<file path="config.mk">
export PLATFORM = sky130hd
export DESIGN_NAME = priority_task_queue_unit
export DESIGN_NICKNAME = d
export VERILOG_FILES = /design/src/hdl/ptq_pkg.sv /design/src/hdl/ptq_ctrl.sv /design/src/hdl/ptq_datapath.sv /design/src/hdl/priority_task_queue_unit.sv
export SDC_FILE = /design/constraint.sdc
export NUM_CORES = 1
export LEC_CHECK = 0
export BUFFER_PORTS_ARGS = -buffer_cell sky130_fd_sc_hd__buf_2
export CORE_UTILIZATION = 60
export DETAILED_ROUTE_END_ITERATION = 10
export GPL_TIMING_DRIVEN = 1
export PLACE_DENSITY = 0.77
export SKIP_LAST_GASP = 1
export SYNTH_ARGS = -nofsm -noshare
export SYNTH_HDL_FRONTEND = slang
export SYNTH_SLANG_ARGS = --single-unit
</file>
<file path="constraint.sdc">
create_clock -name i_clk -period 12.8 [get_ports i_clk]
set_input_delay 0.64 -clock i_clk [delete_from_list [all_inputs] [get_ports i_clk]]
set_output_delay 0.64 -clock i_clk [all_outputs]
set_load 0.01 [all_outputs]
</file>
<file path="src/hdl/ptq_pkg.sv">
// Shared types and constants for the priority task queue.
`timescale 1ns / 1ps

package ptq_pkg;

    localparam int DEPTH = 16;
    localparam int IDX_W = (DEPTH > 1) ? $clog2(DEPTH) : 1;
    localparam int CNT_W = $clog2(DEPTH + 1);
    localparam int ID_W  = 16;

    typedef logic [IDX_W-1:0] t_idx;
    typedef logic [CNT_W-1:0] t_cnt;
    typedef logic [4:0]       t_cnt_out;
    typedef logic [ID_W-1:0]  t_id;

    typedef enum logic [1:0] {
        REQ_ADD    = 2'd0,
        REQ_DEL    = 2'd1,
        REQ_DELALL = 2'd2,
        REQ_TICK   = 2'd3
    } t_req;

    typedef enum logic [1:0] {
        ST_OK        = 2'd0,
        ST_NOT_FOUND = 2'd1,
        ST_FULL      = 2'd2,
        ST_IDLE      = 2'd3
    } t_stat;

    typedef struct packed {
        t_id ctx_id;
        t_id task_num;
        t_id prio;
    } t_entry;

    typedef enum logic [2:0] {
        OP_NONE,
        OP_LOAD,
        OP_TICK_IDLE,
        OP_FILT_INIT,
        OP_FILT_STEP,
        OP_FULL,
        OP_INS_INIT,
        OP_INS_STEP
    } t_op;

    typedef struct packed {
        t_op  op;
        logic emit;
    } t_cmd;

    typedef struct packed {
        t_req req;
        logic timer_on;
        logic cnt_zero;
        logic cnt_full;
        logic walk_done;
        logic ins_done;
        logic out_free;
    } t_sts;

endpackage

</file>
<file path="src/hdl/ptq_ctrl.sv">
// Request sequencer for the priority task queue.
`timescale 1ns / 1ps

module ptq_ctrl (
    input  logic          i_clk,
    input  logic          i_rst_n,
    input  logic          i_in_valid,
    output logic          o_in_stall,
    input  ptq_pkg::t_sts i_sts,
    output ptq_pkg::t_cmd o_cmd
);

    typedef enum logic [5:0] {
        S_IDLE   = 6'b000001,
        S_DECIDE = 6'b000010,
        S_FILT   = 6'b000100,
        S_CHECK  = 6'b001000,
        S_INS    = 6'b010000,
        S_OUT    = 6'b100000
    } t_state;

    t_state r_state;
    t_state n_state;

    assign o_in_stall = (r_state != S_IDLE);

    always_comb begin
        n_state    = r_state;
        o_cmd.op   = ptq_pkg::OP_NONE;
        o_cmd.emit = 1'b0;
        unique case (r_state)
            S_IDLE: begin
                if (i_in_valid) begin
                    o_cmd.op = ptq_pkg::OP_LOAD;
                    n_state  = S_DECIDE;
                end
            end
            S_DECIDE: begin
                if (i_sts.req == ptq_pkg::REQ_TICK && (!i_sts.timer_on || i_sts.cnt_zero)) begin
                    o_cmd.op = ptq_pkg::OP_TICK_IDLE;
                    n_state  = S_OUT;
                end else begin
                    o_cmd.op = ptq_pkg::OP_FILT_INIT;
                    n_state  = S_FILT;
                end
            end
            S_FILT: begin
                o_cmd.op = ptq_pkg::OP_FILT_STEP;
                if (i_sts.walk_done) begin
                    n_state = (i_sts.req == ptq_pkg::REQ_ADD) ? S_CHECK : S_OUT;
                end
            end
            S_CHECK: begin
                if (i_sts.cnt_full) begin
                    o_cmd.op = ptq_pkg::OP_FULL;
                    n_state  = S_OUT;
                end else begin
                    o_cmd.op = ptq_pkg::OP_INS_INIT;
                    n_state  = S_INS;
                end
            end
            S_INS: begin
                if (i_sts.ins_done) begin
                    n_state = S_OUT;
                end else begin
                    o_cmd.op = ptq_pkg::OP_INS_STEP;
                end
            end
            S_OUT: begin
                if (i_sts.out_free) begin
                    o_cmd.emit = 1'b1;
                    n_state    = S_IDLE;
                end
            end
            default: begin
                n_state = S_IDLE;
            end
        endcase
    end

    always_ff @(posedge i_clk) begin
        if (!i_rst_n) begin
            r_state <= S_IDLE;
        end else begin
            r_state <= n_state;
        end
    end

    a_accept_decides: assert property (@(posedge i_clk) disable iff (!i_rst_n)
        (i_in_valid && !o_in_stall) |=> (r_state == S_DECIDE))
        else $error("accepted beat did not start a request");

    a_emit_only_in_out: assert property (@(posedge i_clk) disable iff (!i_rst_n)
        o_cmd.emit |-> (r_state == S_OUT && i_sts.out_free))
        else $error("result emitted outside the output state");

endmodule

</file>
<file path="src/hdl/ptq_datapath.sv">
// Table memory, walk pointers, queue state and result register.
`timescale 1ns / 1ps

module ptq_datapath (
    input  logic          i_clk,
    input  logic          i_rst_n,
    input  ptq_pkg::t_cmd i_cmd,
    output ptq_pkg::t_sts o_sts,
    input  logic [1:0]    i_req_type,
    input  logic [15:0]   i_context_id,
    input  logic [15:0]   i_task_id,
    input  logic [15:0]   i_priority_req,
    output logic          o_out_valid,
    input  logic          i_out_stall,
    output logic [1:0]    o_status,
    output logic          o_dispatch_valid,
    output logic [15:0]   o_dispatch_context,
    output logic [15:0]   o_dispatch_task,
    output logic [4:0]    o_entry_count,
    output logic          o_timer_running
);

    ptq_pkg::t_entry r_mem [ptq_pkg::DEPTH];

    ptq_pkg::t_req   r_req;
    ptq_pkg::t_id    r_ctx;
    ptq_pkg::t_id    r_task;
    ptq_pkg::t_id    r_prio;
    ptq_pkg::t_stat  r_status;
    logic            r_found;
    logic            r_dv;
    ptq_pkg::t_id    r_dctx;
    ptq_pkg::t_id    r_dtask;

    ptq_pkg::t_cnt   r_count;
    logic            r_timer;

    ptq_pkg::t_idx   r_rd;
    ptq_pkg::t_cnt   r_left;
    ptq_pkg::t_cnt   r_wr;
    logic            r_rd_vld;
    ptq_pkg::t_idx   r_rd_idx;
    ptq_pkg::t_entry r_rd_data;
    logic            r_ins_done;

    logic            r_out_valid;
    ptq_pkg::t_stat  r_o_status;
    logic            r_o_dv;
    ptq_pkg::t_id    r_o_dctx;
    ptq_pkg::t_id    r_o_dtask;
    ptq_pkg::t_cnt   r_o_count;
    logic            r_o_timer;

    logic            filt_step;
    logic            ins_step;
    logic            issue;
    logic            walk_done;
    logic            drop;
    logic            ins_fin;
    logic            we;
    ptq_pkg::t_idx   wa;
    ptq_pkg::t_entry wd;
    ptq_pkg::t_entry new_entry;

    assign filt_step = (i_cmd.op == ptq_pkg::OP_FILT_STEP);
    assign ins_step  = (i_cmd.op == ptq_pkg::OP_INS_STEP) && !r_ins_done;
    assign issue     = (filt_step || ins_step) && (r_left != '0);
    assign walk_done = (r_left == '0) && !r_rd_vld;
    assign new_entry = '{ctx_id: r_ctx, task_num: r_task, prio: r_prio};

    always_comb begin
        unique case (r_req)
            ptq_pkg::REQ_ADD,
            ptq_pkg::REQ_DEL:    drop = (r_rd_data.ctx_id == r_ctx) &&
                                        (r_rd_data.task_num == r_task) && !r_found;
            ptq_pkg::REQ_DELALL: drop = (r_rd_data.ctx_id == r_ctx);
            ptq_pkg::REQ_TICK:   drop = (r_rd_idx == '0);
            default:             drop = 1'b0;
        endcase
    end

    always_comb begin
        we      = 1'b0;
        wa      = '0;
        wd      = r_rd_data;
        ins_fin = 1'b0;
        if (filt_step && r_rd_vld && !drop) begin
            we = 1'b1;
            wa = r_wr[ptq_pkg::IDX_W-1:0];
        end else if (ins_step) begin
            if (r_rd_vld) begin
                we = 1'b1;
                wa = ptq_pkg::t_idx'(r_rd_idx + 1'b1);
                if (r_rd_data.prio <= r_prio) begin
                    wd      = new_entry;
                    ins_fin = 1'b1;
                end
            end else if (r_left == '0) begin
                we      = 1'b1;
                wa      = '0;
                wd      = new_entry;
                ins_fin = 1'b1;
            end
        end
    end

    always_ff @(posedge i_clk) begin
        if (issue) begin
            r_rd_data <= r_mem[r_rd];
        end
        if (we) begin
            r_mem[wa] <= wd;
        end
    end

    always_ff @(posedge i_clk) begin
        if (i_cmd.op == ptq_pkg::OP_LOAD) begin
            r_req  <= ptq_pkg::t_req'(i_req_type);
            r_ctx  <= i_context_id;
            r_task <= i_task_id;
            r_prio <= i_priority_req;
        end
        if (issue) begin
            r_rd_idx <= r_rd;
        end
    end

    always_ff @(posedge i_clk) begin
        if (!i_rst_n) begin
            r_count    <= '0;
            r_timer    <= 1'b0;
            r_left     <= '0;
            r_rd_vld   <= 1'b0;
            r_ins_done <= 1'b0;
            r_found    <= 1'b0;
            r_dv       <= 1'b0;
            r_status   <= ptq_pkg::ST_OK;
        end else begin
            unique case (i_cmd.op)
                ptq_pkg::OP_LOAD: begin
                    r_status <= ptq_pkg::ST_OK;
                    r_found  <= 1'b0;
                    r_dv     <= 1'b0;
                    r_dctx   <= '0;
                    r_dtask  <= '0;
                end
                ptq_pkg::OP_TICK_IDLE: begin
                    r_status <= ptq_pkg::ST_IDLE;
                    r_timer  <= 1'b0;
                end
                ptq_pkg::OP_FILT_INIT: begin
                    r_rd     <= '0;
                    r_left   <= r_count;
                    r_wr     <= '0;
                    r_rd_vld <= 1'b0;
                end
                ptq_pkg::OP_FILT_STEP: begin
                    r_rd_vld <= issue;
                    if (issue) begin
                        r_rd   <= ptq_pkg::t_idx'(r_rd + 1'b1);
                        r_left <= ptq_pkg::t_cnt'(r_left - 1'b1);
                    end
                    if (r_rd_vld) begin
                        if (drop) begin
                            r_found <= 1'b1;
                            if (r_req == ptq_pkg::REQ_TICK) begin
                                r_dv    <= 1'b1;
                                r_dctx  <= r_rd_data.ctx_id;
                                r_dtask <= r_rd_data.task_num;
                            end
                        end else begin
                            r_wr <= ptq_pkg::t_cnt'(r_wr + 1'b1);
                        end
                    end
                    if (walk_done) begin
                        r_count <= r_wr;
                        if (r_req == ptq_pkg::REQ_DEL && !r_found) begin
                            r_status <= ptq_pkg::ST_NOT_FOUND;
                        end
                        if (r_req == ptq_pkg::REQ_TICK && r_wr == '0) begin
                            r_timer <= 1'b0;
                        end
                    end
                end
                ptq_pkg::OP_FULL: begin
                    r_status <= ptq_pkg::ST_FULL;
                end
                ptq_pkg::OP_INS_INIT: begin
                    r_rd       <= ptq_pkg::t_idx'(r_count - 1'b1);
                    r_left     <= r_count;
                    r_rd_vld   <= 1'b0;
                    r_ins_done <= 1'b0;
                    if (r_count == '0) begin
                        r_timer <= 1'b1;
                    end
                end
                ptq_pkg::OP_INS_STEP: begin
                    if (ins_step) begin
                        r_rd_vld <= issue;
                        if (issue) begin
                            r_rd   <= ptq_pkg::t_idx'(r_rd - 1'b1);
                            r_left <= ptq_pkg::t_cnt'(r_left - 1'b1);
                        end
                        if (ins_fin) begin
                            r_ins_done <= 1'b1;
                            r_count    <= ptq_pkg::t_cnt'(r_count + 1'b1);
                        end
                    end
                end
                ptq_pkg::OP_NONE: begin
                end
                default: begin
                end
            endcase
        end
    end

    always_ff @(posedge i_clk) begin
        if (!i_rst_n) begin
            r_out_valid <= 1'b0;
        end else if (i_cmd.emit) begin
            r_out_valid <= 1'b1;
        end else if (!i_out_stall) begin
            r_out_valid <= 1'b0;
        end
    end

    always_ff @(posedge i_clk) begin
        if (i_cmd.emit) begin
            r_o_status <= r_status;
            r_o_dv     <= r_dv;
            r_o_dctx   <= r_dctx;
            r_o_dtask  <= r_dtask;
            r_o_count  <= r_count;
            r_o_timer  <= r_timer;
        end
    end

    assign o_sts.req       = r_req;
    assign o_sts.timer_on  = r_timer;
    assign o_sts.cnt_zero  = (r_count == '0);
    assign o_sts.cnt_full  = (r_count == ptq_pkg::t_cnt'(ptq_pkg::DEPTH));
    assign o_sts.walk_done = walk_done;
    assign o_sts.ins_done  = r_ins_done;
    assign o_sts.out_free  = !r_out_valid || !i_out_stall;

    assign o_out_valid        = r_out_valid;
    assign o_status           = r_o_status;
    assign o_dispatch_valid   = r_o_dv;
    assign o_dispatch_context = r_o_dctx;
    assign o_dispatch_task    = r_o_dtask;
    assign o_entry_count      = ptq_pkg::t_cnt_out'(r_o_count);
    assign o_timer_running    = r_o_timer;

    a_count_bound: assert property (@(posedge i_clk) disable iff (!i_rst_n)
        r_count <= ptq_pkg::t_cnt'(ptq_pkg::DEPTH))
        else $error("pending count exceeds table depth");

    a_no_overwrite: assert property (@(posedge i_clk) disable iff (!i_rst_n)
        i_cmd.emit |-> (!r_out_valid || !i_out_stall))
        else $error("result register overwritten while stalled");

    a_dispatch_ok: assert property (@(posedge i_clk) disable iff (!i_rst_n)
        (r_out_valid && r_o_dv) |-> (r_o_status == ptq_pkg::ST_OK))
        else $error("dispatched task reported with error status");

    a_insert_grows: assert property (@(posedge i_clk) disable iff (!i_rst_n)
        (ins_step && ins_fin) |=> (r_count == ptq_pkg::t_cnt'($past(r_count) + 1'b1)))
        else $error("insertion did not grow the table by one");

endmodule

</file>
<file path="src/hdl/priority_task_queue_unit.sv">
// Top level of the priority task queue: sequencer plus table datapath.
// An add walks the entry table twice (once to filter, once to insert; once if it finds the
// table full), a delete, delete-all or dispatching tick once, and a tick that finds the timer
// stopped or the table empty not at all. The input stays stalled until the result is emitted.
// Reset is synchronous: the table is emptied and the timer stopped; entries are not cleared.
`timescale 1ns / 1ps

module priority_task_queue_unit (
    input  logic        i_clk,
    input  logic        i_rst_n,
    input  logic        i_in_valid,
    output logic        o_in_stall,
    input  logic [1:0]  i_req_type,
    input  logic [15:0] i_context_id,
    input  logic [15:0] i_task_id,
    input  logic [15:0] i_priority_req,
    output logic        o_out_valid,
    input  logic        i_out_stall,
    output logic [1:0]  o_status,
    output logic        o_dispatch_valid,
    output logic [15:0] o_dispatch_context,
    output logic [15:0] o_dispatch_task,
    output logic [4:0]  o_entry_count,
    output logic        o_timer_running
);

    ptq_pkg::t_cmd cmd;
    ptq_pkg::t_sts sts;

    ptq_ctrl u_ctrl (
        .i_clk      (i_clk),
        .i_rst_n    (i_rst_n),
        .i_in_valid (i_in_valid),
        .o_in_stall (o_in_stall),
        .i_sts      (sts),
        .o_cmd      (cmd)
    );

    ptq_datapath u_datapath (
        .i_clk              (i_clk),
        .i_rst_n            (i_rst_n),
        .i_cmd              (cmd),
        .o_sts              (sts),
        .i_req_type         (i_req_type),
        .i_context_id       (i_context_id),
        .i_task_id          (i_task_id),
        .i_priority_req     (i_priority_req),
        .o_out_valid        (o_out_valid),
        .i_out_stall        (i_out_stall),
        .o_status           (o_status),
        .o_dispatch_valid   (o_dispatch_valid),
        .o_dispatch_context (o_dispatch_context),
        .o_dispatch_task    (o_dispatch_task),
        .o_entry_count      (o_entry_count),
        .o_timer_running    (o_timer_running)
    );

endmodule
</file>
### After elaboration in Yosys (flattened, before gate mapping)

Memory sizes are Yosys's and may differ from the RTL's. A register that Yosys moved wholly into a read port is not among the register bits.
Index checks and enable logic that the tools add are counted.
W data, S select, Z words.

| storage, ports and cells | value |
|---|---|
| bits in registers | 160 |
| memory bits (writable) | 768 |
| input port bits | 54 |
| output and inout port bits | 43 |
| logic and storage cells | 195 |
| memories kept | 1 |

| operators by class | value |
|---|---|
| add/sub/neg operators | 7 |
| order comparisons | 1 |
| equal/unequal tests | 37 |
| multiplexer cells | 77 |
| reduce and logical (&&, ||, !) cells | 47 |

Memories:

| memory | words | width | rd ports | clocked after memory_dff | wr ports | RTL line | RTL |
|---|---|---|---|---|---|---|---|
| u_datapath.r_mem | 16 | 48 | 1 | 1 | 1 | ptq_datapath.sv:23 | `ptq_pkg::t_entry r_mem [ptq_pkg::DEPTH];` |

Operators with widths:

| operator | number |
|---|---|
| $mux W48 | 5 |
| $mux W16 | 6 |
| $pmux W16 S2 | 2 |
| $mux W6 | 7 |
| $pmux W6 S6 | 1 |
| $mux W5 | 7 |
| $eq A16 B16 Y1 | 2 |
| $mux W1 | 27 |
| $mux W4 | 6 |
| $ne A2 B2 Y1 const B | 10 |
| $pmux W5 S2 | 2 |
| $reduce_and A4 Y1 | 5 |
| $le A16 B16 Y1 | 1 |
| $pmux W4 S4 | 1 |
| $logic_not A5 Y1 | 3 |
| $pmux W3 S5 | 1 |
| $pmux W5 S3 | 1 |
| $ne A2 B1 Y1 const B | 7 |
| $eq A3 B3 Y1 const B | 4 |
| $add A5 B1 Y5 const B | 2 |
| $logic_and A1 B1 Y1 | 10 |
| $reduce_and A5 Y1 | 2 |
| $pmux W1 S3 | 3 |
| $reduce_and A3 Y1 | 3 |
| 29 further kinds | 51 |

### Depth between registers and ports, before layout

| logic depth | value |
|---|---|
| depth after elaboration | 12 |
| depth in mapped cells | 11 |
| gate-level depth less buffers | 10 |

### Modules after synthesis

Synthesis repeated with hierarchy kept, for this count alone.

| second synthesis, totals | value |
|---|---|
| cells, all modules | 1767 |
| area, all modules | 38055.2 um^2 |

Modules (own cells, without submodules):

| module | instances | cells an instance | area each (um^2) |
|---|---|---|---|
| ptq_datapath | 1 | 1714 | 37603.6 |
| ptq_ctrl | 1 | 53 | 451.7 |

### Worst setup path after synthesis

No wires, ideal clock.

| path | value |
|---|---|
| path kind | reg-to-reg |
| start point | register u_ctrl.r_state[0] |
| end point | memory u_datapath.r_mem[4][0] (netlist name), enable pin |
| setup time | 0.513 ns |
| data arrival time | 5.121 ns |
| required time | 12.287 ns |
| setup slack | 7.167 ns |
| cell stages (with the launch flop) | 8 |
| period minus slack after synthesis | 5.633 ns |
| cells stage by stage | dfxtp_1 > nor4_2 > and3_1 > nand2_1 > or2_1 > o32ai_4 > a31oi_1 > nor3_1 |

| on the way | value |
|---|---|
| word-level cells in the longest chain between the ends | 8 |
| elaborated cells between the ends (all ways) | 17 |
| classes of those cells | 7 x eq/ne; 7 x mux; 3 x reduce/logical |

RTL lines:

| element | RTL line | RTL |
|---|---|---|
| start, declared | ptq_ctrl.sv:22 | `t_state r_state;` |
| start signal, assigned | ptq_ctrl.sv:85 | `r_state <= n_state;` |
| $eq A6 B5 Y1 (tied with other cells) | ptq_ctrl.sv:31 | `unique case (r_state)` |
| $pmux W3 S5 * | ptq_ctrl.sv:31 |  |
| $eq A3 B3 Y1 (on tied branches) | ptq_datapath.sv:66, ptq_datapath.sv:65 |  |
| $logic_and A1 B1 Y1 (on tied branches) | ptq_datapath.sv:66, ptq_datapath.sv:87 |  |
| $mux W1 or $logic_and A1 B1 Y1 (tied branches) | ptq_datapath.sv:90, ptq_datapath.sv:87 |  |
| $mux W1 | ptq_datapath.sv:87 | `if (filt_step && r_rd_vld && !drop) begin` |
| $mux W1 | ptq_datapath.sv:111 | `if (we) begin` |
| $mux W1 (not written as such) | ptq_datapath.sv:112 | `r_mem[wa] <= wd;` |
| end, declared | ptq_datapath.sv:23 |  |

Mark *: on every way between the ends. The rest lies on a longest branch, timed or not.

==> run_results.csv <==
group,metric,value,unit
cts,cts_tree,"yes",
synth,yosysWarningCount,0,
synth,avgSynthCellArea,22.0,um2
cts,htreeDepth,3,
drt,detail_route.wl_per_cell,29.7,um
cts,clock_latency,0.67,ns
floorplan,start_util,61.0,%
critical_path,worst-path-stages,5,
hold_path,holdCritPathClass,"in -> reg",
synth,synth_top_family_by_area,"multiplexers",
hold_path,hold-path-cell-count,1,
drt,vias_per_cell,6.47,
sta,finalWorstSetupSlack,8.22,ns
sta,relSlewSlack,20.9,%
sta,maxSlewViolCount,0,
finish,layout-drive-gt1-share,29.8,%
finish,layout_commonest_cell,"edfxtp_1",
grt,grt_max_degree,136,
synth,synth_ff_type,"edfxtp_1",
grt,overflow,0,
power,p_sw_share,20.1,%
finish,utilization,68.5,%
critical_path,start_kind,"flop",
synth,synth_cells,1723,
critical_path,critPathTopFamily,"buffers and inverters",
power,total_power,6.44,mW
critical_path,slowest_delay,0.88,ns
sta,rsz0062_at_grt,"no",
placement,place_ws,7.99,ns
synth,syn_area,37900,um2
synth,syn_nets,1804,
critical_path,worst-path-buf-inv,3,
critical_path,critPathSlowestCell,"buf_4",
synth,ys_seq_area_share,76.8,%
power,peakVddDrop,0.109,mV
drt,drtIter0Drc,2077,
floorplan,rows,91,
sta,fin_crit_sh,35.8,%
placement,dp_cells,2614,
drt,ant_nets,0,
floorplan,dieArea,64100,um2
critical_path,cp-end-kind,"flop",
sta,final-setup-viol-count,0,
power,seqPwrFrac,55.0,%
cts,clock-sinks,976,
finish,final_cell_mix,"edfxtp_1 (952), mux4_2 (240), buf_2 (96), clkbuf_16 (94), mux2_2 (47)",
synth,synth_fa_ha_area_share,0.912,%
drt,routed_wl,82600,um
synth,synth-compound-area-share,1.68,%
power,combPwrFrac,2.4,%
grt,grt_use_total,26.8,%
drt,dr.pass1.iters,5,
power,p_leak,13.5,nW
sta,clock_skew,0.0383,ns
sta,timing.hold.ws,0.161,ns
critical_path,crit_chain,"buf_4 > buf_4 > buf_4 > mux4_2 > mux4_2",
critical_path,crit_arrival,4.97,ns
placement,gp_congestion,0.788,
synth,synth_edf_count,952,
synth,synth-simple-area-share,2.66,%
floorplan,io_pins,97,
placement,hpwlAfterDp,41100,um
cts,hold_buffers,0,
power,clkPwrFrac,42.6,%
critical_path,path_common_cell,"buf_4",
cts,postCtsSetupBuffers,0,
critical_path,required,13.19,ns
floorplan,core,62100,um2
critical_path,critPathKind,"reg -> reg",
drt,route.detailed.drc,0,
critical_path,crit_path_max_fanout,50,
grt,antenna_found_initial,1,
grt,grt_pass1_wl,122000,um
floorplan,die_w,253,um
cts,cts_resized,0,
cts,ctsLongestPathBuffers,3,
synth,ys_ff_latch,976,
sta,min_period,4.58,ns
placement,port_buffers,96,
flow_run,maxCapViolations,0,
finish,layout.cells.non_filler,2784,
cts,clockRootBuffer,"clkbuf_16",
finish,synthToLayoutAreaGrowth,12.2,%
cts,cts_made_buffers,93,
placement,placed_area,39500,um2
floorplan,die_y,253,um
power,power_density,151,nW/um2
power,power.internal,5.14,mW
sta,max_freq,218,MHz
synth,async_reset_ff_share,0,%
finish,fin_area,42500,um2
sta,worst_slew_pin_slew,1.17,ns
synth,synth_xor_area_share,0.972,%
synth,post_synth_num_cell_types,69,
grt,first_global_vias,18700,
critical_path,reg2reg_depth,5,
status,status,"complete, no violations",
drt,vias,18000,
sta,setup_tns,0,ns
synth,synth.area.mux_share,15.7,%
power,p_switching,1.29,mW
cts,clkTransAtPathRegs,0.06,ns
finish,final_nets,1953,
sta,timing_hold_violations_final,0,
==> cells in the mapped netlist (all sizes together), types with 2 or more instances <==
master,count,share of area (%)
a211oi,3,0.059
a21o,5,0.099
a21oi,27,0.37
a31oi,6,0.099
a32oi,4,0.15
a41o,2,0.053
and2,35,0.58
and2b,2,0.040
and3,2,0.033
buf,33,0.47
clkbuf,44,0.44
dfxtp,24,1.3
edfxtp,952,76
ha,26,0.86
inv,36,0.36
mux2,47,1.4
mux2i,2,0.053
mux4,240,14
nand2,30,0.30
nand3,9,0.12
nand3b,3,0.059
nand4,5,0.083
nand4b,2,0.063
nor2,54,0.56
nor3,17,0.25
nor4,14,0.29
nor4b,2,0.046
o211a,2,0.053
o21a,4,0.079
o21ai,20,0.27
o221ai,2,0.046
o22ai,4,0.066
or2,2,0.033
or4,2,0.040
xnor2,5,0.12
xor2,37,0.86
==> cell families after synthesis <==
kind of cell               after synthesis
xor gates and xnor gates                42
DFF                                    976
adders and majority gates               27
buffers and inverters                  114
AOI/OAI and AO/OA                       88
and+or+nand+nor                        187
muxes                                  289
==> routing by layer <==
layer	share of wire (%)	vias up	GRT usage [%]
li1	-	7454	-
met2	51	1010	44.1
met1	39	9424	37.6
met3	8.3	130	3.95
met4	2.4	0	8.74
met5	0	-	0
==> layout make-up <==
class,count,area (um2)
clock buffers,123,2490
clock inverters,46,538
fillers,3638,19600
well taps,837,1050
flip-flops and latches,976,29100
diodes,1,2.50
inverters,37,139
multi-input cells,633,8450
repair buffers,131,756
==> flip-flops by register name, indices dropped and copies added, names as in the netlist, 2 cells and up <==
| register | count |
|---|---|
| u_datapath.r_mem | 768 |
| u_datapath.r_rd_idx | 4 |
| u_datapath.r_dctx | 16 |
| u_datapath.r_req | 2 |
| u_ctrl.r_state | 6 |
| u_datapath.r_task | 16 |
| u_datapath.o_dispatch_context | 16 |
| u_datapath.r_wr | 5 |
| u_datapath.o_status | 2 |
| u_datapath.r_left | 5 |
| u_datapath.r_count | 5 |
| u_datapath.r_rd | 4 |
| u_datapath.o_entry_count | 5 |
| u_datapath.r_status | 2 |
| u_datapath.o_dispatch_task | 16 |
| u_datapath.r_rd_data | 48 |
| u_datapath.r_dtask | 16 |
| u_datapath.r_prio | 16 |
| u_datapath.r_ctx | 16 |
==> path summary, 6_finish.rpt <==
check | startpoint | endpoint | slack [ns]
hold / removal | i_context_id[13] | u_datapath.r_ctx[13]$_DFFE_PN_ | 0.16
hold reg to reg | u_datapath.r_dctx[9]$_SDFFCE_PP0P_ | u_datapath.o_dispatch_context[9]$_DFFE_PP_ | 0.42
setup reg to reg | u_datapath.r_rd[0]$_DFFE_PP_ | u_datapath.r_rd_data[14]$_DFFE_PP_ | 8.22
setup / recovery | u_datapath.r_rd[0]$_DFFE_PP_ | u_datapath.r_rd_data[14]$_DFFE_PP_ | 8.22
==> power by group through the flow <==
stage / registers (mW) / logic (mW) / clock network (mW)
floorplan: 3.59 / 0.0988 / 0
global placement: 3.60 / 0.148 / 0
detailed placement: 3.60 / 0.152 / 0
CTS: 3.54 / 0.155 / 2.78
global route: 3.54 / 0.168 / 2.89
finish: 3.54 / 0.153 / 2.74
(Power assumes the default switching activity.)
